<file path="src/hdl/bar_pkg.sv">
// ----------------------------------------------------------------------------
// bar_pkg
// Shared types and constants for the button auto-repeat block.
// ----------------------------------------------------------------------------
package bar_pkg;

   // Field widths
   localparam int RAW_W   = 16;
   localparam int TICK_W  = 32;
   localparam int DELAY_W = 16;

   // Default button count
   localparam int BUTTONS_DEF = 16;

   // Register reset values
   localparam logic [DELAY_W-1:0] FIRST_DELAY_RST     = 16'd50;
   localparam logic [DELAY_W-1:0] REPEAT_INTERVAL_RST = 16'd10;

   // Register indexes
   localparam int CSR_IDX_W = 1;
   localparam logic [CSR_IDX_W-1:0] CSR_FIRST_DELAY     = 1'b0;
   localparam logic [CSR_IDX_W-1:0] CSR_REPEAT_INTERVAL = 1'b1;

   // Timing settings handed to every button lane
   typedef struct packed {
      logic [DELAY_W-1:0] first_delay;
      logic [DELAY_W-1:0] repeat_interval;
   } cfg_type;

endpackage

</file>
<file path="src/hdl/button_auto_repeat_top.sv">
// ----------------------------------------------------------------------------
// button_auto_repeat_top
// Typematic auto-repeat for a pad of active-low buttons.
// ----------------------------------------------------------------------------
// Takes one poll item per clock unless stalled, and returns one result item
// per poll via the input register, then the result register. The rate is set
// by the per-button lane, which does one 32-bit deadline compare and one add
// per cycle; all lanes run in parallel. A stalled result holds while one more
// poll waits in the input register. Timing registers: index 0 is first_delay,
// index 1 is repeat_interval; write only while the block is idle.
// ----------------------------------------------------------------------------
module button_auto_repeat_top #(
   parameter int BUTTONS = bar_pkg::BUTTONS_DEF
) (
   input  logic                          clock,
   input  logic                          reset,
   // poll channel
   input  logic                          req_valid,
   output logic                          req_ready,
   input  logic [bar_pkg::RAW_W-1:0]     req_raw_buttons,
   input  logic [bar_pkg::TICK_W-1:0]    req_tick_now,
   input  logic                          req_ignore_request,
   // result channel
   output logic                          rsp_valid,
   input  logic                          rsp_ready,
   output logic [bar_pkg::RAW_W-1:0]     rsp_held_mask,
   output logic [bar_pkg::RAW_W-1:0]     rsp_repeat_mask,
   // register write port
   input  logic                          csr_we,
   input  logic [bar_pkg::CSR_IDX_W-1:0] csr_index,
   input  logic [bar_pkg::DELAY_W-1:0]   csr_wdata
);

   localparam int RAW_W = bar_pkg::RAW_W;

   bar_pkg::cfg_type cfg_ff;

   logic                         s1_vld_ff;
   logic [RAW_W-1:0]             s1_held_ff;
   logic [bar_pkg::TICK_W-1:0]   s1_tick_ff;
   logic                         s1_ign_ff;

   logic                         rsp_vld_ff;
   logic [RAW_W-1:0]             rsp_held_ff, rsp_held_in;
   logic [RAW_W-1:0]             rsp_rep_ff,  rsp_rep_in;

   logic                         ignoring_ff, ignoring_in;
   logic                         ign_eff;
   logic                         step;
   logic                         req_fire;
   logic [BUTTONS-1:0]           fire;
   logic [RAW_W-1:0]             fire_raw;

   // Register write port
   always_ff @(posedge clock) begin
      if (reset) begin
         cfg_ff.first_delay     <= bar_pkg::FIRST_DELAY_RST;
         cfg_ff.repeat_interval <= bar_pkg::REPEAT_INTERVAL_RST;
      end else if (csr_we) begin
         unique case (csr_index)
            bar_pkg::CSR_FIRST_DELAY:     cfg_ff.first_delay     <= csr_wdata;
            bar_pkg::CSR_REPEAT_INTERVAL: cfg_ff.repeat_interval <= csr_wdata;
         endcase
      end
   end

   // Handshake: evaluate stage moves when the result register is free
   assign step      = s1_vld_ff && (!rsp_vld_ff || rsp_ready);
   assign req_ready = !s1_vld_ff || step;
   assign req_fire  = req_valid && req_ready;

   // Input register: store held bits active high
   always_ff @(posedge clock) begin
      if (reset) begin
         s1_vld_ff <= 1'b0;
      end else if (req_ready) begin
         s1_vld_ff <= req_valid;
      end
   end

   always_ff @(posedge clock) begin
      if (req_fire) begin
         s1_held_ff <= ~req_raw_buttons;
         s1_tick_ff <= req_tick_now;
         s1_ign_ff  <= req_ignore_request;
      end
   end

   // Button lanes; buttons above the raw field read as released
   for (genvar i = 0; i < BUTTONS; i++) begin : g_lane
      logic lane_held;
      if (i < RAW_W) begin : g_in
         assign lane_held = s1_held_ff[i];
      end else begin : g_out
         assign lane_held = 1'b0;
      end
      bar_lane u_lane (
         .clock (clock),
         .reset (reset),
         .step  (step),
         .held  (lane_held),
         .tick  (s1_tick_ff),
         .cfg   (cfg_ff),
         .fire  (fire[i])
      );
   end

   // Fire mask carried on the 16-bit result field
   for (genvar j = 0; j < RAW_W; j++) begin : g_fmask
      if (j < BUTTONS) begin : g_on
         assign fire_raw[j] = fire[j];
      end else begin : g_off
         assign fire_raw[j] = 1'b0;
      end
   end

   // Ignore-until-released and output blanking
   assign ign_eff = ignoring_ff || s1_ign_ff;

   always_comb begin
      ignoring_in = ign_eff && (s1_held_ff != '0);
      rsp_held_in = ign_eff ? '0 : s1_held_ff;
      rsp_rep_in  = ign_eff ? '0 : fire_raw;
   end

   always_ff @(posedge clock) begin
      if (reset) begin
         ignoring_ff <= 1'b0;
         rsp_vld_ff  <= 1'b0;
      end else begin
         if (step) begin
            ignoring_ff <= ignoring_in;
         end
         if (step) begin
            rsp_vld_ff <= 1'b1;
         end else if (rsp_ready) begin
            rsp_vld_ff <= 1'b0;
         end
      end
   end

   // Result register
   always_ff @(posedge clock) begin
      if (step) begin
         rsp_held_ff <= rsp_held_in;
         rsp_rep_ff  <= rsp_rep_in;
      end
   end

   assign rsp_valid       = rsp_vld_ff;
   assign rsp_held_mask   = rsp_held_ff;
   assign rsp_repeat_mask = rsp_rep_ff;

`ifndef ASSERT_OFF
   // A repeating button is always reported as held
   a_rep_in_held: assert property (@(posedge clock) disable iff (reset)
      rsp_vld_ff |-> (rsp_rep_ff & ~rsp_held_ff) == '0)
      else $error("repeat bit without held bit");

   // An ignore request blanks the result of its own poll
   a_ignore_blanks: assert property (@(posedge clock) disable iff (reset)
      step && s1_ign_ff |=> rsp_held_ff == '0 && rsp_rep_ff == '0)
      else $error("ignored poll produced output");

   // Ignoring ends once a poll sees every button released
   a_ignore_ends: assert property (@(posedge clock) disable iff (reset)
      step && s1_held_ff == '0 |=> !ignoring_ff)
      else $error("ignore state survived full release");
`endif

endmodule

</file>
<file path="src/hdl/bar_lane.sv">
// ----------------------------------------------------------------------------
// bar_lane
// Per-button typematic state: press tracking, repeat deadline, fire decision.
// ----------------------------------------------------------------------------
module bar_lane (
   input  logic                      clock,
   input  logic                      reset,
   input  logic                      step,
   input  logic                      held,
   input  logic [bar_pkg::TICK_W-1:0] tick,
   input  bar_pkg::cfg_type          cfg,
   output logic                      fire
);

   logic                       pressed_ff,  pressed_in;
   logic [bar_pkg::TICK_W-1:0] deadline_ff, deadline_in;
   logic [bar_pkg::TICK_W-1:0] fd_ext, ri_ext;

   assign fd_ext = {{(bar_pkg::TICK_W-bar_pkg::DELAY_W){1'b0}}, cfg.first_delay};
   assign ri_ext = {{(bar_pkg::TICK_W-bar_pkg::DELAY_W){1'b0}}, cfg.repeat_interval};

   // Next state and fire for this poll
   always_comb begin
      pressed_in  = pressed_ff;
      deadline_in = deadline_ff;
      fire        = 1'b0;
      if (held) begin
         if (pressed_ff) begin
            if (deadline_ff < tick) begin
               fire        = 1'b1;
               deadline_in = tick + ri_ext;
            end
         end else begin
            pressed_in  = 1'b1;
            fire        = 1'b1;
            deadline_in = tick + fd_ext;
         end
      end else begin
         pressed_in  = 1'b0;
         deadline_in = tick - ri_ext;
      end
   end

   // State update on each processed item
   always_ff @(posedge clock) begin
      if (reset) begin
         pressed_ff  <= 1'b0;
         deadline_ff <= '0;
      end else if (step) begin
         pressed_ff  <= pressed_in;
         deadline_ff <= deadline_in;
      end
   end

`ifndef ASSERT_OFF
   // A poll of a released button leaves it unpressed
   a_release_clears: assert property (@(posedge clock) disable iff (reset)
      step && !held |=> !pressed_ff)
      else $error("lane still pressed after release");

   // A new press always fires and arms the first-delay deadline
   a_first_press: assert property (@(posedge clock) disable iff (reset)
      step && held && !pressed_ff |=> pressed_ff && deadline_ff == $past(tick + fd_ext))
      else $error("first press did not arm deadline");

   // Firing happens only for a held button
   a_fire_held: assert property (@(posedge clock) disable iff (reset)
      fire |-> held)
      else $error("fire on released button");
`endif

endmodule
</file>
<file path="config.mk">
export PLATFORM = sky130hd
export DESIGN_NAME = button_auto_repeat_top
export DESIGN_NICKNAME = d
export VERILOG_FILES = /design/src/hdl/bar_pkg.sv /design/src/hdl/button_auto_repeat_top.sv /design/src/hdl/bar_lane.sv
export SDC_FILE = /design/constraint.sdc
export NUM_CORES = 2
export LEC_CHECK = 0
export ABC_AREA = 0
export BUFFER_PORTS_ARGS = -buffer_cell sky130_fd_sc_hd__buf_2
export CELL_PAD_IN_SITES_DETAIL_PLACEMENT = 1
export CELL_PAD_IN_SITES_GLOBAL_PLACEMENT = 1
export CORE_ASPECT_RATIO = 1.2
export CORE_MARGIN = 2
export CORE_UTILIZATION = 50
export CTS_CLUSTER_DIAMETER = 50
export CTS_CLUSTER_SIZE = 30
export DETAILED_ROUTE_END_ITERATION = 8
export GPL_TIMING_DRIVEN = 0
export PLACE_DENSITY_LB_ADDON = 0.1
export SETUP_SLACK_MARGIN = 0.1
export SLEW_MARGIN = 0
export SYNTH_ARGS = -nofsm -noshare
export SYNTH_HDL_FRONTEND = slang
export SYNTH_HIERARCHICAL = 1
export SYNTH_SLANG_ARGS = --single-unit
</file>
<file path="constraint.sdc">
create_clock -name clock -period 8.2 [get_ports clock]
set_input_delay 0.82 -clock clock [delete_from_list [all_inputs] [get_ports clock]]
set_output_delay 0.82 -clock clock [all_outputs]
set_load 0.01 [all_outputs]
</file>
== After elaboration in Yosys (flattened, before gate mapping) ==
Index checks and enable logic that the tools add are counted.
Widths: inputs -> output; s select.
Word-level totals
  output and inout bits: 34
  register bits after elaboration: 644
  word-level logic and storage cells: 252
Operators by class
  muxes and demuxes: 98
  equality and inequality tests: 16
  add/sub/neg operators: 3
  reduce and logical (&&, ||, !) cells: 44
  bitwise operators: 18
  magnitude comparators: 16
Operator list (count)
  $mux 32: 48
  $lt 32x32->1: 16
  $add 32x16->32: 2
  $mux 1: 50
  $ne 3x3->1 const B: 16
  $reduce_and 2->1: 18
  $reduce_or 2->1: 16
  $sub 32x16->32: 1
  $not 1->1: 17
  $not 16->16: 1
  $reduce_bool 16->1: 1
  $logic_and 1x1->1: 3
  $logic_or 1x1->1: 3
  $logic_not 1->1: 2
  $reduce_bool 2->1: 1

== Longest topological paths before layout ==
  word-level depth: 5
  mapped depth: 18

== Cells and area by module ==
Netlist, hierarchy kept.
Modules (own cells, without submodules)
  bar_lane at g_lane[12].u_lane ...: area an instance 4311.6 um^2, cells each 561, times used 9
  bar_lane at g_lane[0].u_lane ...: area an instance 4327.9 um^2, cells each 577, times used 5
  bar_lane at g_lane[14].u_lane: area an instance 4484.3 um^2, cells each 594, times used 1
  bar_lane at g_lane[9].u_lane: area an instance 4317.9 um^2, cells each 576, times used 1
  button_auto_repeat_top: area an instance 4040.1 um^2, cells each 297, times used 1

== Worst setup path after synthesis ==
OpenSTA, ideal clock, no wires.
  path kind: reg2reg
  start: register cfg_ff[4] (netlist name)
  end: register g_lane[0].u_lane/deadline_ff[27] (netlist name)
  library setup time: 0.117 ns
  data required time: 8.083 ns
  cell stages (with the launch flop): 18
  clock period less this slack: 5.073 ns
  buffers on the path: 0
  arrival time: 4.955 ns
  path slack: 3.127 ns
  cell sequence: dfxtp_1 -> nor4_1 -> nand2b_1 -> nor3_4 -> nand2_1 -> nor4_2 -> ha_1 -> nor2_1 -> a21oi_1 -> ha_1 -> and3_1 -> and2_1 -> and4_1 -> o21a_1 -> o31ai_2 -> a31oi_1 -> or3_1 -> a32o_1
On the way
  longest elaborated chain between the ends: 4
  elaborated cells between the ends (all ways): 5
  those cells by class: add/sub: 2; mux: 3
RTL lines
  start: declaration: RTL line button_auto_repeat_top.sv:36  | bar_pkg::cfg_type cfg_ff;
  $add 32x16->32: RTL line bar_lane.sv:31  | deadline_in = tick + ri_ext;
  $mux 32: RTL line bar_lane.sv:29  | if (deadline_ff < tick) begin
  $mux 32: RTL line bar_lane.sv:28  | if (pressed_ff) begin
  $mux 32 (*): RTL line bar_lane.sv:27  | if (held) begin
  end signal: assignment: RTL line bar_lane.sv:51  | deadline_ff <= deadline_in;
  end: declaration: RTL line bar_lane.sv:16  | logic [bar_pkg::TICK_W-1:0] deadline_ff, deadline_in;
Every way passes the cells marked *; elsewhere a longest branch is shown, timed or not. The select of a mux whose other input is x is not followed.
A chain may end at the register's enable or synchronous reset.

== Worst setup path in the final report ==
  start: register cfg_ff[3] (netlist name)
  end: register g_lane[15].u_lane/deadline_ff[28] (netlist name)
On the way
  longest elaborated chain between the ends: 4
  elaborated cells between the ends (all ways): 5
  those cells by class: add/sub: 2; mux: 3
RTL lines (RTL line)
  $add 32x16->32: bar_lane.sv:31
  $mux 32: bar_lane.sv:29
  $mux 32: bar_lane.sv:28
  $mux 32 (*): bar_lane.sv:27
  end signal: assignment: bar_lane.sv:51
  end: declaration: bar_lane.sv:16
Marks and branches as above.

==> flow_summary.yaml <==
status:
  status: "completed"
critical_path:
  cp.arrival_ns: 6.72
  crit_chain: "buf_16 -> nor4_1 -> nand2b_1 -> nor3_4 -> nand2_1 -> nor4_2 -> ha_1 -> nor2_1 -> a21oi_1 -> ha_1 -> a21oi_1 -> o21ai_1 -> a221oi_1 -> o21bai_1 -> a21o_1 -> o41ai_2 -> xnor2_1 -> a22o_1"
  cp-end-kind: "flip-flop"
  critPathKind: "reg -> reg"
  slowest_delay_ns: 0.71
  worstPathRequired_ns: 8.87
  start_kind: "flip-flop"
  crit_slowest_cell: "nor4_2"
  path_max_fanout: 40
final_layout:
  syn_to_final_growth_pct: 13.8
  layout.nets: 10900
  layout-drive-gt1-share: 0.0915
  final_util: 0.574
  stdcell_count: 11800
sta:
  skew_ns: 0.0653
  slew_headroom: 0.110
  timing.final.crit_share: 0.738
  fmax_mhz: 165
  rsz0062_at_grt: "no"
  setup_viol: 0
  tns_ns: 0
  setup_ws_ns: 2.15
  slew_violations: 0
  period_minus_slack_ns: 6.05
  worst_pin_slew_ns: 1.32
  hold_viol_final: 0
clock_tree:
  clock_latency_ns: 0.79
  path_clk_slew_ns: 0.07
  clock-sinks: 644
  cts_max_level: 3
  cts_root_buffer: "clkbuf_16"
  cts_tree: "done"
  cts_buffers: 99
  cts_setup_buffers: 0
  clock_path_buffers: 3
  cts_resized: 0
  cts_hold_buffers: 0
run:
  cap_violations: 0
floorplan:
  die_h_um: 423
  start_util: 0.504
  dieArea_um2: 150000
  die_x_um: 353
  io_pins: 105
  rows: 153
  core_um2: 145000
yosys:
  synth.top_cell.area_share: 0.180
  ys_warn_count: 6
  ys.flop_type: "dfxtp_1"
  yosys.cell_types.count: 102
  synth_area_um2: 73300
  syn_avg_cell_area_um2: 7.80
  synthArstFlopShare: 0
  synth_nets: 10500
  synth_largest_area_cell: "ha_1"
  synth-edff-count: 81
  synth_cells: 9401
  ys_top_cells_by_area: "ha_1 (18%), dfxtp_1 (15%), a21oi_1 (6.2%)"
  synth_common_cells: "ha_1 (1056), a21oi_1 (907), nor2_1 (885), nand2_1 (874), inv_1 (766)"
  yosysSeqAreaShare: 0.187
  ys_seq_elements: 644
  yosysMostFrequentCell: "ha_1"
global_route:
  antenna_found_initial: 22
  grt_first_pass_wirelength_um: 473000
  grt_pass1_vias: 79700
  grt_use_total: 0.407
  grt_max_degree: 62
  overflow: 0
placed_design:
  gp_congestion: 0.916
  dp_worst_setup_slack_ns: 2.41
  io_buffer_count: 104
  place_inst: 11600
  dp_hpwl_um: 232000
routing:
  ant_nets: 0
  drtPass1Iterations: 8
  routed_wl_um: 314000
  viasPerCell: 6.47
  num_vias: 76200
  drtIter0Drc: 5867
  post-route-drc-count: 0
  wl_per_cell_um: 26.6
hold_path:
  hold_path.class: "in -> reg"
power:
  p_per_area_nw_per_um2: 165
  p_leak_nw: 39.2
  ir_worst_vdd_mv: 0.194
  p_total_mw: 13.7
## kinds of logic (layout without fill, tap and decap cells)
kind of cell / count (synthesis) / count (layout) / synth area share
AOI/OAI and AO/OA: 2576 / 2576 / 0.231
xor gates and xnor gates: 553 / 553 / 0.0661
adders and majority gates: 1072 / 1072 / 0.185
buffers and inverters: 1127 / 1557 / 0.0636
DFF: 644 / 644 / 0.187
muxes: 592 / 592 / 0.0834
other: 0 / 25 / 0
and+or+nand+nor: 2837 / 2837 / 0.184
## sequential cells by signal, summed over array words and instances (netlist names)
register                   cells
rsp_held_mask                 16
s1_tick_ff                    32
ignoring_ff                    1
rsp_repeat_mask               16
g_lane.u_lane/pressed_ff      16
s1_held_ff                    16
s1_vld_ff                      1
g_lane.u_lane/deadline_ff    512
cfg_ff                        32
s1_ign_ff                      1
rsp_valid                      1
## where the power goes
part           switching, mW  internal (mW)  total, mW
Combinational           3.31           2.13       5.45
Sequential             0.301           3.47       3.77
Clock                   1.92           2.59       4.51
## final timing paths
path / from / end / slack [ns] / cells after the start
min reg2reg: g_lane[10].u_lane/deadline_ff[0] / g_lane[10].u_lane/deadline_ff[0] / 0.46 / 2
max reg2reg: cfg_ff[3] / g_lane[15].u_lane/deadline_ff[28] / 2.15 / 18
min: req_ignore_request / s1_ign_ff / 0.21 / 1
max: cfg_ff[3] / g_lane[15].u_lane/deadline_ff[28] / 2.15 / 18
## through the flow
stage | area (µm²) | hold slack [ns]
6_report | 83400 | 0.208
5_1_grt | 83300 | 0.216
4_1_cts | 83300 | 0.188
3_5_place_dp | 79900 | 0.447
3_3_place_gp | 76200 | 0.439
2_1_floorplan | 73300 | 0.431
## routing by layer
| metal | routed length [µm] | GRT usage | vias up |
|---|---|---|---|
| li1 | - | - | 34500 |
| met1 | 122000 | 0.481 | 37100 |
| met2 | 140000 | 0.655 | 3312 |
| met3 | 26900 | 0.0878 | 1281 |
| met4 | 25000 | 0.290 | 12 |
| met5 | 84 | 0 | - |
## final cells by class
cell class                      instances  area, µm²
Multi-Input combinational cell       7630      54900
Clock buffer                          113       2640
Buffer                                355       1760
Antenna cell                           25       62.6
Inverter                              772       2900
Clock inverter                         75        815
Tap cell                             1937       2420
Fill cell                           17800      61900
Sequential cell                       644      13800
Timing Repair Buffer                  242       4060
## worst max-delay path: cells and delay by family (launching register included)
family	cells	cell delay (ns)
xor+xnor	1	0.19
flops	1	0.51
buf+inv	1	0.28
fa+ha+maj	2	0.80
simple gates	6	2.10
compound gates	8	2.02
## cell usage in the layout (no fill, tap or decap), types with 227 or more instances in the layout
cell type,instances
o21ai_0,456
a21oi_1,907
inv_1,766
xor2_1,249
clkbuf_1,227
nand2_1,874
ha_1,1056
xnor2_1,304
nor2_1,885
dfxtp_1,531
a21o_1,263
mux2i_1,444
Note: power is estimated with default switching activity, not from simulation.
